[src/base37_name_encoder_core_macros.svh]
// assertion helpers shared by the encoder modules
// each module that uses them has i_clk and i_rst_n ports
`ifndef BASE37_NAME_ENCODER_CORE_MACROS_SVH
`define BASE37_NAME_ENCODER_CORE_MACROS_SVH

// condition holds at every clock edge out of reset
`define B37_ASSERT_ALWAYS(lbl, cond, msg) \
    lbl: assert property (@(posedge i_clk) disable iff (!i_rst_n) (cond)) \
        else $error(msg);

// consequent holds in the cycle after the antecedent
`define B37_ASSERT_NEXT(lbl, ante, cons, msg) \
    lbl: assert property (@(posedge i_clk) disable iff (!i_rst_n) (ante) |=> (cons)) \
        else $error(msg);

`endif

[src/b37_pkg.sv]
package b37_pkg;

    // field widths
    localparam int CHAR_W  = 8;
    localparam int DIGIT_W = 6;
    localparam int VALUE_W = 63;
    localparam int COUNT_W = 4;

    // defaults for the top level parameters
    localparam int MAX_NAME_LENGTH_DEF = 12;
    localparam int QUEUE_DEPTH_DEF     = 2;

    // classified beat passed from front to back
    typedef struct packed {
        logic [DIGIT_W-1:0] digit;
        logic               last;
    } t_beat;

endpackage

[src/b37_front.sv]
module b37_front (
    input  logic                       i_clk,
    input  logic                       i_rst_n,
    input  logic                       i_valid,
    output logic                       o_stall,
    input  logic [b37_pkg::CHAR_W-1:0] i_char_code,
    input  logic                       i_last_char,
    output logic                       o_valid,
    input  logic                       i_stall,
    output b37_pkg::t_beat             o_beat
);

    localparam logic [b37_pkg::CHAR_W-1:0] LOWER_A = 8'd97;
    localparam logic [b37_pkg::CHAR_W-1:0] UPPER_A = 8'd65;
    localparam logic [b37_pkg::CHAR_W-1:0] ZERO_CH = 8'd48;
    localparam logic [b37_pkg::CHAR_W-1:0] LETTER_BASE = 8'd1;
    localparam logic [b37_pkg::CHAR_W-1:0] NUMBER_BASE = 8'd27;

    logic                         r_valid;
    b37_pkg::t_beat               r_beat;
    b37_pkg::t_beat               n_beat;
    logic [b37_pkg::CHAR_W-1:0]   digit_wide;

    // hold the beat while the queue is full
    assign o_stall = r_valid & i_stall;
    assign o_valid = r_valid;
    assign o_beat  = r_beat;

    // clean the byte into its base-37 digit, zero for space and any other byte
    always_comb begin
        case (i_char_code) inside
            [8'd97:8'd122]: digit_wide = i_char_code - LOWER_A + LETTER_BASE;
            [8'd65:8'd90]:  digit_wide = i_char_code - UPPER_A + LETTER_BASE;
            [8'd48:8'd57]:  digit_wide = i_char_code - ZERO_CH + NUMBER_BASE;
            default:        digit_wide = '0;
        endcase
        n_beat.digit = digit_wide[b37_pkg::DIGIT_W-1:0];
        n_beat.last  = i_last_char;
    end

    // beat register
    always_ff @(posedge i_clk) begin
        if (!i_rst_n) begin
            r_valid <= 1'b0;
        end else if (!o_stall) begin
            r_valid <= i_valid;
        end
    end

    always_ff @(posedge i_clk) begin
        if (i_valid && !o_stall) begin
            r_beat <= n_beat;
        end
    end

endmodule

[src/b37_queue.sv]
`include "base37_name_encoder_core_macros.svh"

module b37_queue #(
    parameter int DEPTH = b37_pkg::QUEUE_DEPTH_DEF
) (
    input  logic           i_clk,
    input  logic           i_rst_n,
    input  logic           i_valid,
    output logic           o_stall,
    input  b37_pkg::t_beat i_beat,
    output logic           o_valid,
    input  logic           i_stall,
    output b37_pkg::t_beat o_beat
);

    localparam int PTR_W = (DEPTH > 1) ? $clog2(DEPTH) : 1;
    localparam int CNT_W = $clog2(DEPTH + 1);
    localparam logic [PTR_W-1:0] LAST_PTR = PTR_W'(DEPTH - 1);
    localparam logic [CNT_W-1:0] FULL_CNT = CNT_W'(DEPTH);

    b37_pkg::t_beat     r_mem [DEPTH];
    logic [PTR_W-1:0]   r_wr_ptr;
    logic [PTR_W-1:0]   r_rd_ptr;
    logic [CNT_W-1:0]   r_count;
    logic [PTR_W-1:0]   n_wr_ptr;
    logic [PTR_W-1:0]   n_rd_ptr;
    logic [CNT_W-1:0]   n_count;
    logic               push;
    logic               pop;

    assign o_stall = (r_count == FULL_CNT);
    assign o_valid = (r_count != '0);
    assign o_beat  = r_mem[r_rd_ptr];
    assign push    = i_valid & ~o_stall;
    assign pop     = o_valid & ~i_stall;

    // pointer and fill count update
    always_comb begin
        n_wr_ptr = r_wr_ptr;
        n_rd_ptr = r_rd_ptr;
        n_count  = r_count;
        if (push) begin
            n_wr_ptr = (r_wr_ptr == LAST_PTR) ? '0 : r_wr_ptr + 1'b1;
        end
        if (pop) begin
            n_rd_ptr = (r_rd_ptr == LAST_PTR) ? '0 : r_rd_ptr + 1'b1;
        end
        if (push && !pop) begin
            n_count = r_count + 1'b1;
        end else if (pop && !push) begin
            n_count = r_count - 1'b1;
        end
    end

    always_ff @(posedge i_clk) begin
        if (!i_rst_n) begin
            r_wr_ptr <= '0;
            r_rd_ptr <= '0;
            r_count  <= '0;
        end else begin
            r_wr_ptr <= n_wr_ptr;
            r_rd_ptr <= n_rd_ptr;
            r_count  <= n_count;
        end
    end

    // storage
    always_ff @(posedge i_clk) begin
        if (push) begin
            r_mem[r_wr_ptr] <= i_beat;
        end
    end

    `B37_ASSERT_ALWAYS(a_queue_bound, r_count <= FULL_CNT, "queue fill count above depth")

endmodule

[src/b37_back.sv]
`include "base37_name_encoder_core_macros.svh"

module b37_back #(
    parameter int MAX_NAME_LENGTH = b37_pkg::MAX_NAME_LENGTH_DEF
) (
    input  logic                        i_clk,
    input  logic                        i_rst_n,
    input  logic                        i_valid,
    output logic                        o_stall,
    input  b37_pkg::t_beat              i_beat,
    output logic                        o_valid,
    input  logic                        i_stall,
    output logic [b37_pkg::VALUE_W-1:0] o_packed_name,
    output logic [b37_pkg::COUNT_W-1:0] o_kept_length
);

    localparam logic [b37_pkg::COUNT_W-1:0] MAX_CNT = b37_pkg::COUNT_W'(MAX_NAME_LENGTH);

    logic [b37_pkg::VALUE_W-1:0] r_run;
    logic [b37_pkg::COUNT_W-1:0] r_cnt;
    logic [b37_pkg::VALUE_W-1:0] r_cmt_val;
    logic [b37_pkg::COUNT_W-1:0] r_cmt_cnt;
    logic [b37_pkg::VALUE_W-1:0] n_run;
    logic [b37_pkg::COUNT_W-1:0] n_cnt;
    logic [b37_pkg::VALUE_W-1:0] n_cmt_val;
    logic [b37_pkg::COUNT_W-1:0] n_cmt_cnt;
    logic                        r_out_valid;
    logic [b37_pkg::VALUE_W-1:0] r_out_name;
    logic [b37_pkg::COUNT_W-1:0] r_out_len;
    logic [b37_pkg::VALUE_W-1:0] step_val;
    logic [b37_pkg::COUNT_W-1:0] step_cnt;
    logic [b37_pkg::VALUE_W-1:0] times37;
    logic                        nonspace;
    logic                        take;

    // only a last beat waits for the result register
    assign o_stall  = i_valid & i_beat.last & r_out_valid & i_stall;
    assign take     = i_valid & ~o_stall;
    assign nonspace = (i_beat.digit != '0);

    // running value times 37 as shift-add
    assign times37 = (r_run << 5) + (r_run << 2) + r_run;

    // accumulate one character and track the last non-space
    always_comb begin
        step_val  = r_run;
        step_cnt  = r_cnt;
        n_cmt_val = r_cmt_val;
        n_cmt_cnt = r_cmt_cnt;
        if (r_cnt < MAX_CNT) begin
            if (nonspace || r_cnt != '0) begin
                step_val = times37 + b37_pkg::VALUE_W'(i_beat.digit);
                step_cnt = r_cnt + 1'b1;
            end
        end
        if (nonspace) begin
            n_cmt_val = step_val;
            n_cmt_cnt = step_cnt;
        end
        n_run = step_val;
        n_cnt = step_cnt;
    end

    always_ff @(posedge i_clk) begin
        if (!i_rst_n) begin
            r_run     <= '0;
            r_cnt     <= '0;
            r_cmt_val <= '0;
            r_cmt_cnt <= '0;
        end else if (take) begin
            if (i_beat.last) begin
                r_run     <= '0;
                r_cnt     <= '0;
                r_cmt_val <= '0;
                r_cmt_cnt <= '0;
            end else begin
                r_run     <= n_run;
                r_cnt     <= n_cnt;
                r_cmt_val <= n_cmt_val;
                r_cmt_cnt <= n_cmt_cnt;
            end
        end
    end

    // result register
    always_ff @(posedge i_clk) begin
        if (!i_rst_n) begin
            r_out_valid <= 1'b0;
        end else if (take && i_beat.last) begin
            r_out_valid <= 1'b1;
        end else if (!i_stall) begin
            r_out_valid <= 1'b0;
        end
    end

    always_ff @(posedge i_clk) begin
        if (take && i_beat.last) begin
            r_out_name <= n_cmt_val;
            r_out_len  <= n_cmt_cnt;
        end
    end

    assign o_valid       = r_out_valid;
    assign o_packed_name = r_out_name;
    assign o_kept_length = r_out_len;

    `B37_ASSERT_ALWAYS(a_len_bound, !r_out_valid || r_out_len <= MAX_CNT, "kept length above limit")
    `B37_ASSERT_ALWAYS(a_cmt_le_cnt, r_cmt_cnt <= r_cnt, "committed count ahead of running count")
    `B37_ASSERT_NEXT(a_clear_after_last, take && i_beat.last, r_cnt == '0 && r_cmt_cnt == '0, "state not cleared after last beat")

endmodule

[src/base37_name_encoder_core.sv]
// a result passes the beat register, the queue and the result register after the last byte of a name is accepted
// throughput: one byte per cycle while nothing stalls; the accumulator folds one digit per cycle
// a stalled result holds back only a last byte at the back; bytes behind it wait in the queue
// reset: synchronous active-low i_rst_n clears the beat valid, the queue,
// the accumulator and the result valid; no clearing pass is needed
module base37_name_encoder_core #(
    parameter int MAX_NAME_LENGTH = b37_pkg::MAX_NAME_LENGTH_DEF,
    parameter int QUEUE_DEPTH     = b37_pkg::QUEUE_DEPTH_DEF
) (
    input  logic                        i_clk,
    input  logic                        i_rst_n,
    input  logic                        i_valid,
    output logic                        o_stall,
    input  logic [b37_pkg::CHAR_W-1:0]  i_char_code,
    input  logic                        i_last_char,
    output logic                        o_valid,
    input  logic                        i_stall,
    output logic [b37_pkg::VALUE_W-1:0] o_packed_name,
    output logic [b37_pkg::COUNT_W-1:0] o_kept_length
);

    logic           front_valid;
    logic           front_stall;
    b37_pkg::t_beat front_beat;
    logic           queue_valid;
    logic           queue_stall;
    b37_pkg::t_beat queue_beat;

    // byte classification
    b37_front u_front (
        .i_clk       (i_clk),
        .i_rst_n     (i_rst_n),
        .i_valid     (i_valid),
        .o_stall     (o_stall),
        .i_char_code (i_char_code),
        .i_last_char (i_last_char),
        .o_valid     (front_valid),
        .i_stall     (front_stall),
        .o_beat      (front_beat)
    );

    // decoupling queue
    b37_queue #(
        .DEPTH (QUEUE_DEPTH)
    ) u_queue (
        .i_clk   (i_clk),
        .i_rst_n (i_rst_n),
        .i_valid (front_valid),
        .o_stall (front_stall),
        .i_beat  (front_beat),
        .o_valid (queue_valid),
        .i_stall (queue_stall),
        .o_beat  (queue_beat)
    );

    // packing and result
    b37_back #(
        .MAX_NAME_LENGTH (MAX_NAME_LENGTH)
    ) u_back (
        .i_clk         (i_clk),
        .i_rst_n       (i_rst_n),
        .i_valid       (queue_valid),
        .o_stall       (queue_stall),
        .i_beat        (queue_beat),
        .o_valid       (o_valid),
        .i_stall       (i_stall),
        .o_packed_name (o_packed_name),
        .o_kept_length (o_kept_length)
    );

endmodule
[config.mk]
export PLATFORM = sky130hd
export DESIGN_NAME = base37_name_encoder_core
export DESIGN_NICKNAME = d
export VERILOG_FILES = /design/src/b37_pkg.sv /design/src/b37_front.sv /design/src/b37_queue.sv /design/src/b37_back.sv /design/src/base37_name_encoder_core.sv
export VERILOG_INCLUDE_DIRS = /design/src /design/src/src
export SDC_FILE = /design/constraint.sdc
export NUM_CORES = 1
export LEC_CHECK = 0
export ABC_AREA = 0
export ABC_CLOCK_PERIOD_IN_PS = 5900
export BUFFER_PORTS_ARGS = -buffer_cell sky130_fd_sc_hd__buf_2
export CAP_MARGIN = 20
export CORE_AREA = 2 2 202 204
export CTS_CLUSTER_DIAMETER = 150
export DETAILED_ROUTE_END_ITERATION = 6
export DIE_AREA = 0 0 204 206
export PLACE_DENSITY = 0.53
export SKIP_CTS_REPAIR_TIMING = 1
export SLEW_MARGIN = 25
export SYNTH_ARGS = -nofsm -noshare
export SYNTH_HDL_FRONTEND = slang
export SYNTH_SLANG_ARGS = --single-unit
[constraint.sdc]
create_clock -name i_clk -period 5.9 [get_ports i_clk]
set_input_delay 0.295 -clock i_clk [delete_from_list [all_inputs] [get_ports i_clk]]
set_output_delay 0.295 -clock i_clk [all_outputs]
set_load 0.02 [all_outputs]
### After elaboration in Yosys (flattened, before gate mapping)

Memories as Yosys holds them, arrays and structs flattened. A register that Yosys moved wholly into a read port is not among the register bits.
Index checks and enable logic that the tools add are counted.

| operators by class | value |
|---|---|
| magnitude comparators | 7 |
| bitwise gates (word level) | 8 |
| reductions and logical operators | 15 |
| equal/unequal tests | 2 |
| $add $sub $neg | 14 |
| muxes and demuxes | 23 |

Operators by type and width:

| operator | number |
|---|---|
| 63-bit 2-to-1 mux | 5 |
| 63-bit adder | 2 |
| 63-bit by 6-bit adder with 63-bit output | 1 |
| 4-bit 2-to-1 mux | 5 |
| 6-bit 2-to-1 mux | 3 |
| 8-bit by 7-bit >= comparator with 1-bit output (second input constant) | 2 |
| 8-bit by 7-bit <= comparator with 1-bit output (second input constant) | 2 |
| 6-bit by 1-bit adder with 6-bit output (second input constant) | 2 |
| 6-bit subtractor (second input constant) | 2 |
| 8-bit by 6-bit >= comparator with 1-bit output (second input constant) | 1 |
| 8-bit by 6-bit <= comparator with 1-bit output (second input constant) | 1 |
| 1-bit 2-to-1 mux | 8 |
| 1-bit logical AND | 7 |
| 6-bit by 5-bit adder with 6-bit output (second input constant) | 1 |
| 1-bit AND | 6 |
| 6-bit nonzero test | 1 |
| 6-bit by 1-bit subtractor with 6-bit output (second input constant) | 1 |
| 4-bit by 1-bit adder with 4-bit output (second input constant) | 1 |
| 4-bit < comparator (second input constant) | 1 |
| 2-bit 2-to-1 mux | 2 |
| 2-bit nonzero test | 2 |
| 4-bit nonzero test | 1 |
| 1-bit zero test | 3 |
| 1-bit adder (second input constant) | 2 |
| 6 further kinds | 7 |

| word-level totals | value |
|---|---|
| flip-flop bits (word level) | 214 |
| output and inout bits | 69 |
| memories kept | 1 |
| RAM bits | 14 |

Memory list:

| memory | words | width | read ports | clocked after memory_dff | wr ports | RTL line | source |
|---|---|---|---|---|---|---|---|
| u_queue.r_mem | 2 | 7 | 1 | 1 | 1 | b37_queue.sv:21 | `b37_pkg::t_beat r_mem [DEPTH];` |

### Logic depth before layout (Yosys ltp)

| depth | value |
|---|---|
| depth after elaboration | 9 |
| gate-level depth with buffers | 18 |
| gate-level depth less buffers | 17 |

### Modules after synthesis

From an unflattened synthesis, not the netlist that was laid out.

| unflattened totals | value |
|---|---|
| cells, all modules | 1,816 |
| area total of the unflattened synthesis | 16,066.7 µm² |

By module, submodules not included:

| module | cells each | instances | area each (µm²) | seq. area each (µm²) |
|---|---|---|---|---|
| b37_back | 1,726 | 1 | 14,838.0 | 4,714.5 |
| b37_queue | 47 | 1 | 743.2 | 520.5 |
| b37_front | 43 | 1 | 485.5 | 230.2 |

### Worst setup path after synthesis

Ideal clock, no wire load.

| path | value |
|---|---|
| path kind | reg2reg |
| from | register (tool-made name) |
| to | register u_back.r_out_name (netlist bit u_back.o_packed_name[60]), data pin |
| stages on the path, launching flop included | 19 |
| arrival time | 3.822 ns |
| path buffers | 1 |
| slack | 1.817 ns |
| cell sequence | dfxtp_1 buf_2 mux2i_1 fa_1 inv_1 ha_1 ha_1 inv_1 fa_1 nor2b_1 o2111ai_1 a31oi_1 o21bai_1 o21ai_1 o21ai_1 a2111oi_2 a311o_2 mux2i_1 nand3_1 |

RTL lines:

| what | RTL line | source |
|---|---|---|
| end signal, assigned | b37_back.sv:98 | `r_out_name <= n_cmt_val;` |
| end, declared | b37_back.sv:28 | `logic [b37_pkg::VALUE_W-1:0] r_out_name;` |

==> flow_results.org <==
** Outcome
- Status :: complete, no violations

** Clock network
- Later-pin clock latency in the skew report :: 560 ps
- TritonCTS clock tree :: built
- The tree is rooted in a clkbuf_16.
- Clock input transition at the sequential cells of the worst setup and hold paths :: 60 ps
- Counting along the longest clock path gives a buffer depth of 3.
- CTS built an H-tree with a depth of 1.
- For this design, the sink count on the clock tree is 229.
- In this run, CTS created clock tree buffers numbering 26.

** Yosys
- Count of mapped cells out of synthesis :: 1,688
- The Yosys step of the flow raised 0 warnings.
- Top area cells in the synthesized netlist :: dfxtp_1, edfxtp_1, ha_1
- Largest area contributor in the synthesized netlist :: dfxtp_1
- Post-synth ARST share :: 0%
- The cell area that synthesis handed to floorplanning was 15,400 sq um.
- Area share of the largest cell type after synthesis :: 18.3%
- Synthesis produced a netlist with a net count of 1,891.
- Post-synth cell types :: 84
- Of the synthesized area, sequential elements account for 35.4%.
- The synthesized design contains 229 register bits.
- Main flop type after synthesis :: dfxtp_1
- Counting flops with a built-in enable in the synthesized netlist gives 88.
- A synthesized cell averages 9.13 sq um.

** Final layout
- The multi-input combinational cells in the finished layout cover a total of 9150 sq um.
- The area growth from synthesis to layout is 10.9%.
- The sequential cells in the finished layout cover a total of 5470 sq um.
- Cells with a size suffix above 1 make up 9.81% of the layout.
- Count of filler cells inserted in the layout :: 3,973
- 0 antenna diodes ended up in the layout.
- Final Net Count :: 1,927
- Once layout is done, the placed cells without fillers occupy 17,100 sq um.

** Floorplan
- Floorplan die area :: 42,000 sq um
- Die X-Extent :: 204 um
- Boundary pin count :: 82
- Row generation in the floorplan step produced 74 rows.
- The total area inside the core boundary comes to 40,200 sq um.
- Measured along the y axis, the die boundary spans 206 um.
- Initial core utilization :: 38.4%

** Timing
- Final-report hold violation count :: 0
- Setup TNS :: 0 ps
- For the pin with the worst max-slew slack, the measured transition is 977 ps.
- Unrepaired setup endpoints after global routing :: false
- Largest clock skew in the final design :: 21.4 ps
- Based on the critical path, the design can be clocked at up to 203 MHz.
- Final clock period utilization by the worst path :: 83.4%
- Slew Limit Headroom :: 34.8%
- Final count of pins violating max slew :: 0
- Final setup violation count :: 0
- After layout, the minimum clock period comes to 4920 ps.

** Critical path
- Critical Path Start Type :: flip-flop
- The worst setup path is of the flip-flop to flip-flop kind.
- Endpoint required time on the critical path :: 6180 ps
- Worst path slowest cell :: a311oi_1
- The largest single stage delay on the critical path is 620 ps.
- The worst setup path is captured at a flip-flop.
- Critical path peak fanout :: 9
- At the worst endpoint, the arrival time is 5200 ps.
- List of cells traversed by the critical path :: mux2i_1 -> fa_1 -> inv_1 -> fa_1 -> ha_1 -> o211ai_1 -> o21ai_1 -> nand3_1 -> a311oi_1 -> o211ai_2 -> o21ai_1 -> a21boi_0 -> xnor2_1 -> mux2i_1 -> o21ai_0
- Flop-to-flop setup slack :: 980 ps

** Detailed routing
- Vias per cell :: 5.40
- Once detail routing completed, the nets flagged for antenna violations numbered 0.
- Before antenna repair, the detailed router went through 5 iterations.
- Count of vias placed by the detailed router :: 12,300
- The final layout contains routed wiring with a total length of 41,100 um.
- DRC Markers :: 0
- In this run, the number of DRC markers left after iteration 0 of detailed routing was 635.
- Average routed wire per standard cell :: 18.1 um

** Global route
- Remaining Overflow, GRT :: 0
- First-pass GRT wire length :: 66,100 um
- Entering global routing, the biggest net connects 70 pins.
- Number of global-route vias before repair :: 12,200
- The number of antenna violations at the first check in global routing was 0.
- Global routing used 19.7% of the available tracks across all layers.

** Placed design
- The congestion estimate from routability-driven global placement came to 0.910.
- After detailed placement, the total cell area comes to 16,200 sq um.
- Port buffering added 81 buffers.
- Detailed Place HPWL :: 30,100 um

** Power
- Summed over all cells, the static leakage comes to 0.00739 uW.
- The worst-case IR drop observed on VDD is 0.247 mV.
- Total power divided by cell area :: 310 nW/um^2
- Overall power consumption after layout is estimated at 5290 uW.

** Hold path
- The worst hold path belongs to the class input pin to flip-flop.

** Run
- Number of max-cap violations :: 0
layout by cell type, fill, tap and decap left out, types with 5 or more instances in the layout:
cell,instances
nand2_1,190
dfxtp_1,141
o21ai_0,130
ha_1,128
a21oi_1,121
inv_1,116
nor2_1,101
edfxtp_1,88
buf_2,81
fa_1,62
nor2b_1,55
a22oi_1,52
xnor2_1,44
a22o_1,28
o21ai_1,27
clkbuf_16,27
mux2i_1,23
a21o_1,21
nand3_1,20
xor2_1,20
nand4_1,19
a31oi_1,18
and2_1,17
buf_4,16
o21a_1,14
and3_1,13
o21bai_1,12
nor3_1,10
clkbuf_1,9
nor4_1,7
nand2b_1,6
a211oi_1,6
o31ai_1,6
o211ai_1,5
or3_1,5
a32oi_1,5
synth_stat cells (4+ instances only):
master and count:
a211oi_1 6, a21o_1 22, a21oi_1 122, a21oi_2 4, a22o_1 28, a22oi_1 52
a31oi_1 18, a32oi_1 5, and2_1 18, and3_1 13, and4_1 4, buf_1 6
buf_2 26, clkbuf_1 53, dfxtp_1 141, edfxtp_1 88, fa_1 62, ha_1 128
inv_1 117, mux2i_1 23, nand2_1 191, nand2b_1 6, nand3_1 20, nand4_1 19
nor2_1 104, nor2b_1 55, nor3_1 10, nor4_1 7, o2111ai_1 4, o211ai_1 5
o21a_1 14, o21ai_0 130, o21ai_1 27, o21bai_1 12, o221ai_1 4, o31ai_1 6
or3_1 5, xnor2_1 44, xor2_1 20
worst paths after layout:
check	cells past startpoint	endpoint	start
min	3	u_back.o_valid$_SDFFE_PN0P_	i_stall
max	15	u_back.o_packed_name[55]$_DFFE_PP_	flip-flop
min reg2reg	0	u_queue.r_mem[0][1]$_DFFE_PP_	u_front.o_beat[1]$_DFFE_PP_
max reg2reg	15	u_back.o_packed_name[55]$_DFFE_PP_	flip-flop
kinds of logic (layout without fill, tap and decap cells):
group / after synthesis / after routing / share of synthesized area, %
xor+xnor: 64 / 64 / 3.64
mux: 26 / 26 / 1.71
compound gates: 501 / 501 / 21.0
fa+ha+maj: 190 / 190 / 18.4
flops: 229 / 229 / 35.4
buf+inv: 208 / 264 / 5.46
simple gates: 470 / 470 / 14.3
power by group:
group          internal, uW  switching [uW]
registers              1910            90.7
clock network           911             671
logic                   513            1190
final cells by class:
class	count	share of cell area, %
inverter	117	2.57
tap	532	3.89
sequential	229	32.0
clock buffer	38	4.31
timing repair buffer	99	3.19
clock inverter	10	0.527
multi-input combinational	1251	53.5
flip-flops by register name, summed over array words and instances, names as in the netlist, named ones only:
register / cells
u_back.o_kept_length: 4
u_back.r_cnt: 4
u_front.o_valid: 1
u_queue.r_mem: 14
u_back.r_cmt_val: 63
u_front.o_beat: 7
u_queue.r_count: 2
u_back.o_valid: 1
u_back.o_packed_name: 63
u_back.r_cmt_cnt: 4
u_back.r_run: 63
u_queue.r_rd_ptr: 1
u_queue.r_wr_ptr: 1
metrics by stage:
| step | cells | util (%) | setup WS [ps] | hold slack, ps |
|---|---|---|---|---|
| floorplan | 1688 | - | 1820 | 394 |
| detailed placement | 2226 | 40.4 | 1030 | 436 |
| CTS | 2274 | 42.5 | 1020 | -112 |
| finish | 2276 | 42.5 | 978 | 68.4 |
| global placement | 2226 | 40.4 | 1130 | 428 |
| global route | 2276 | 42.5 | 667 | 83.8 |
metal layers:
| layer | part of all wire (%) | GRT usage [%] | up-vias |
|---|---|---|---|
| met5 | 0 | 0 | - |
| met2 | 47 | 33.6 | 241 |
| met4 | 2.0 | 5.05 | 0 |
| met3 | 3.9 | 2.27 | 56 |
| met1 | 47 | 26.6 | 5943 |
| li1 | - | - | 6056 |
worst max-delay path: cells and delay by family (launching register included):
kind | cells | cell delay (ps)
buffers and inverters | 1 | 90
AO/OA/AOI/OAI | 7 | 1820
AND/OR/NAND/NOR | 1 | 230
multiplexers | 2 | 500
flip-flops | 1 | 570
adder cells (fa/ha/maj) | 3 | 1250
XOR/XNOR | 1 | 180
(Power assumes the default switching activity.)
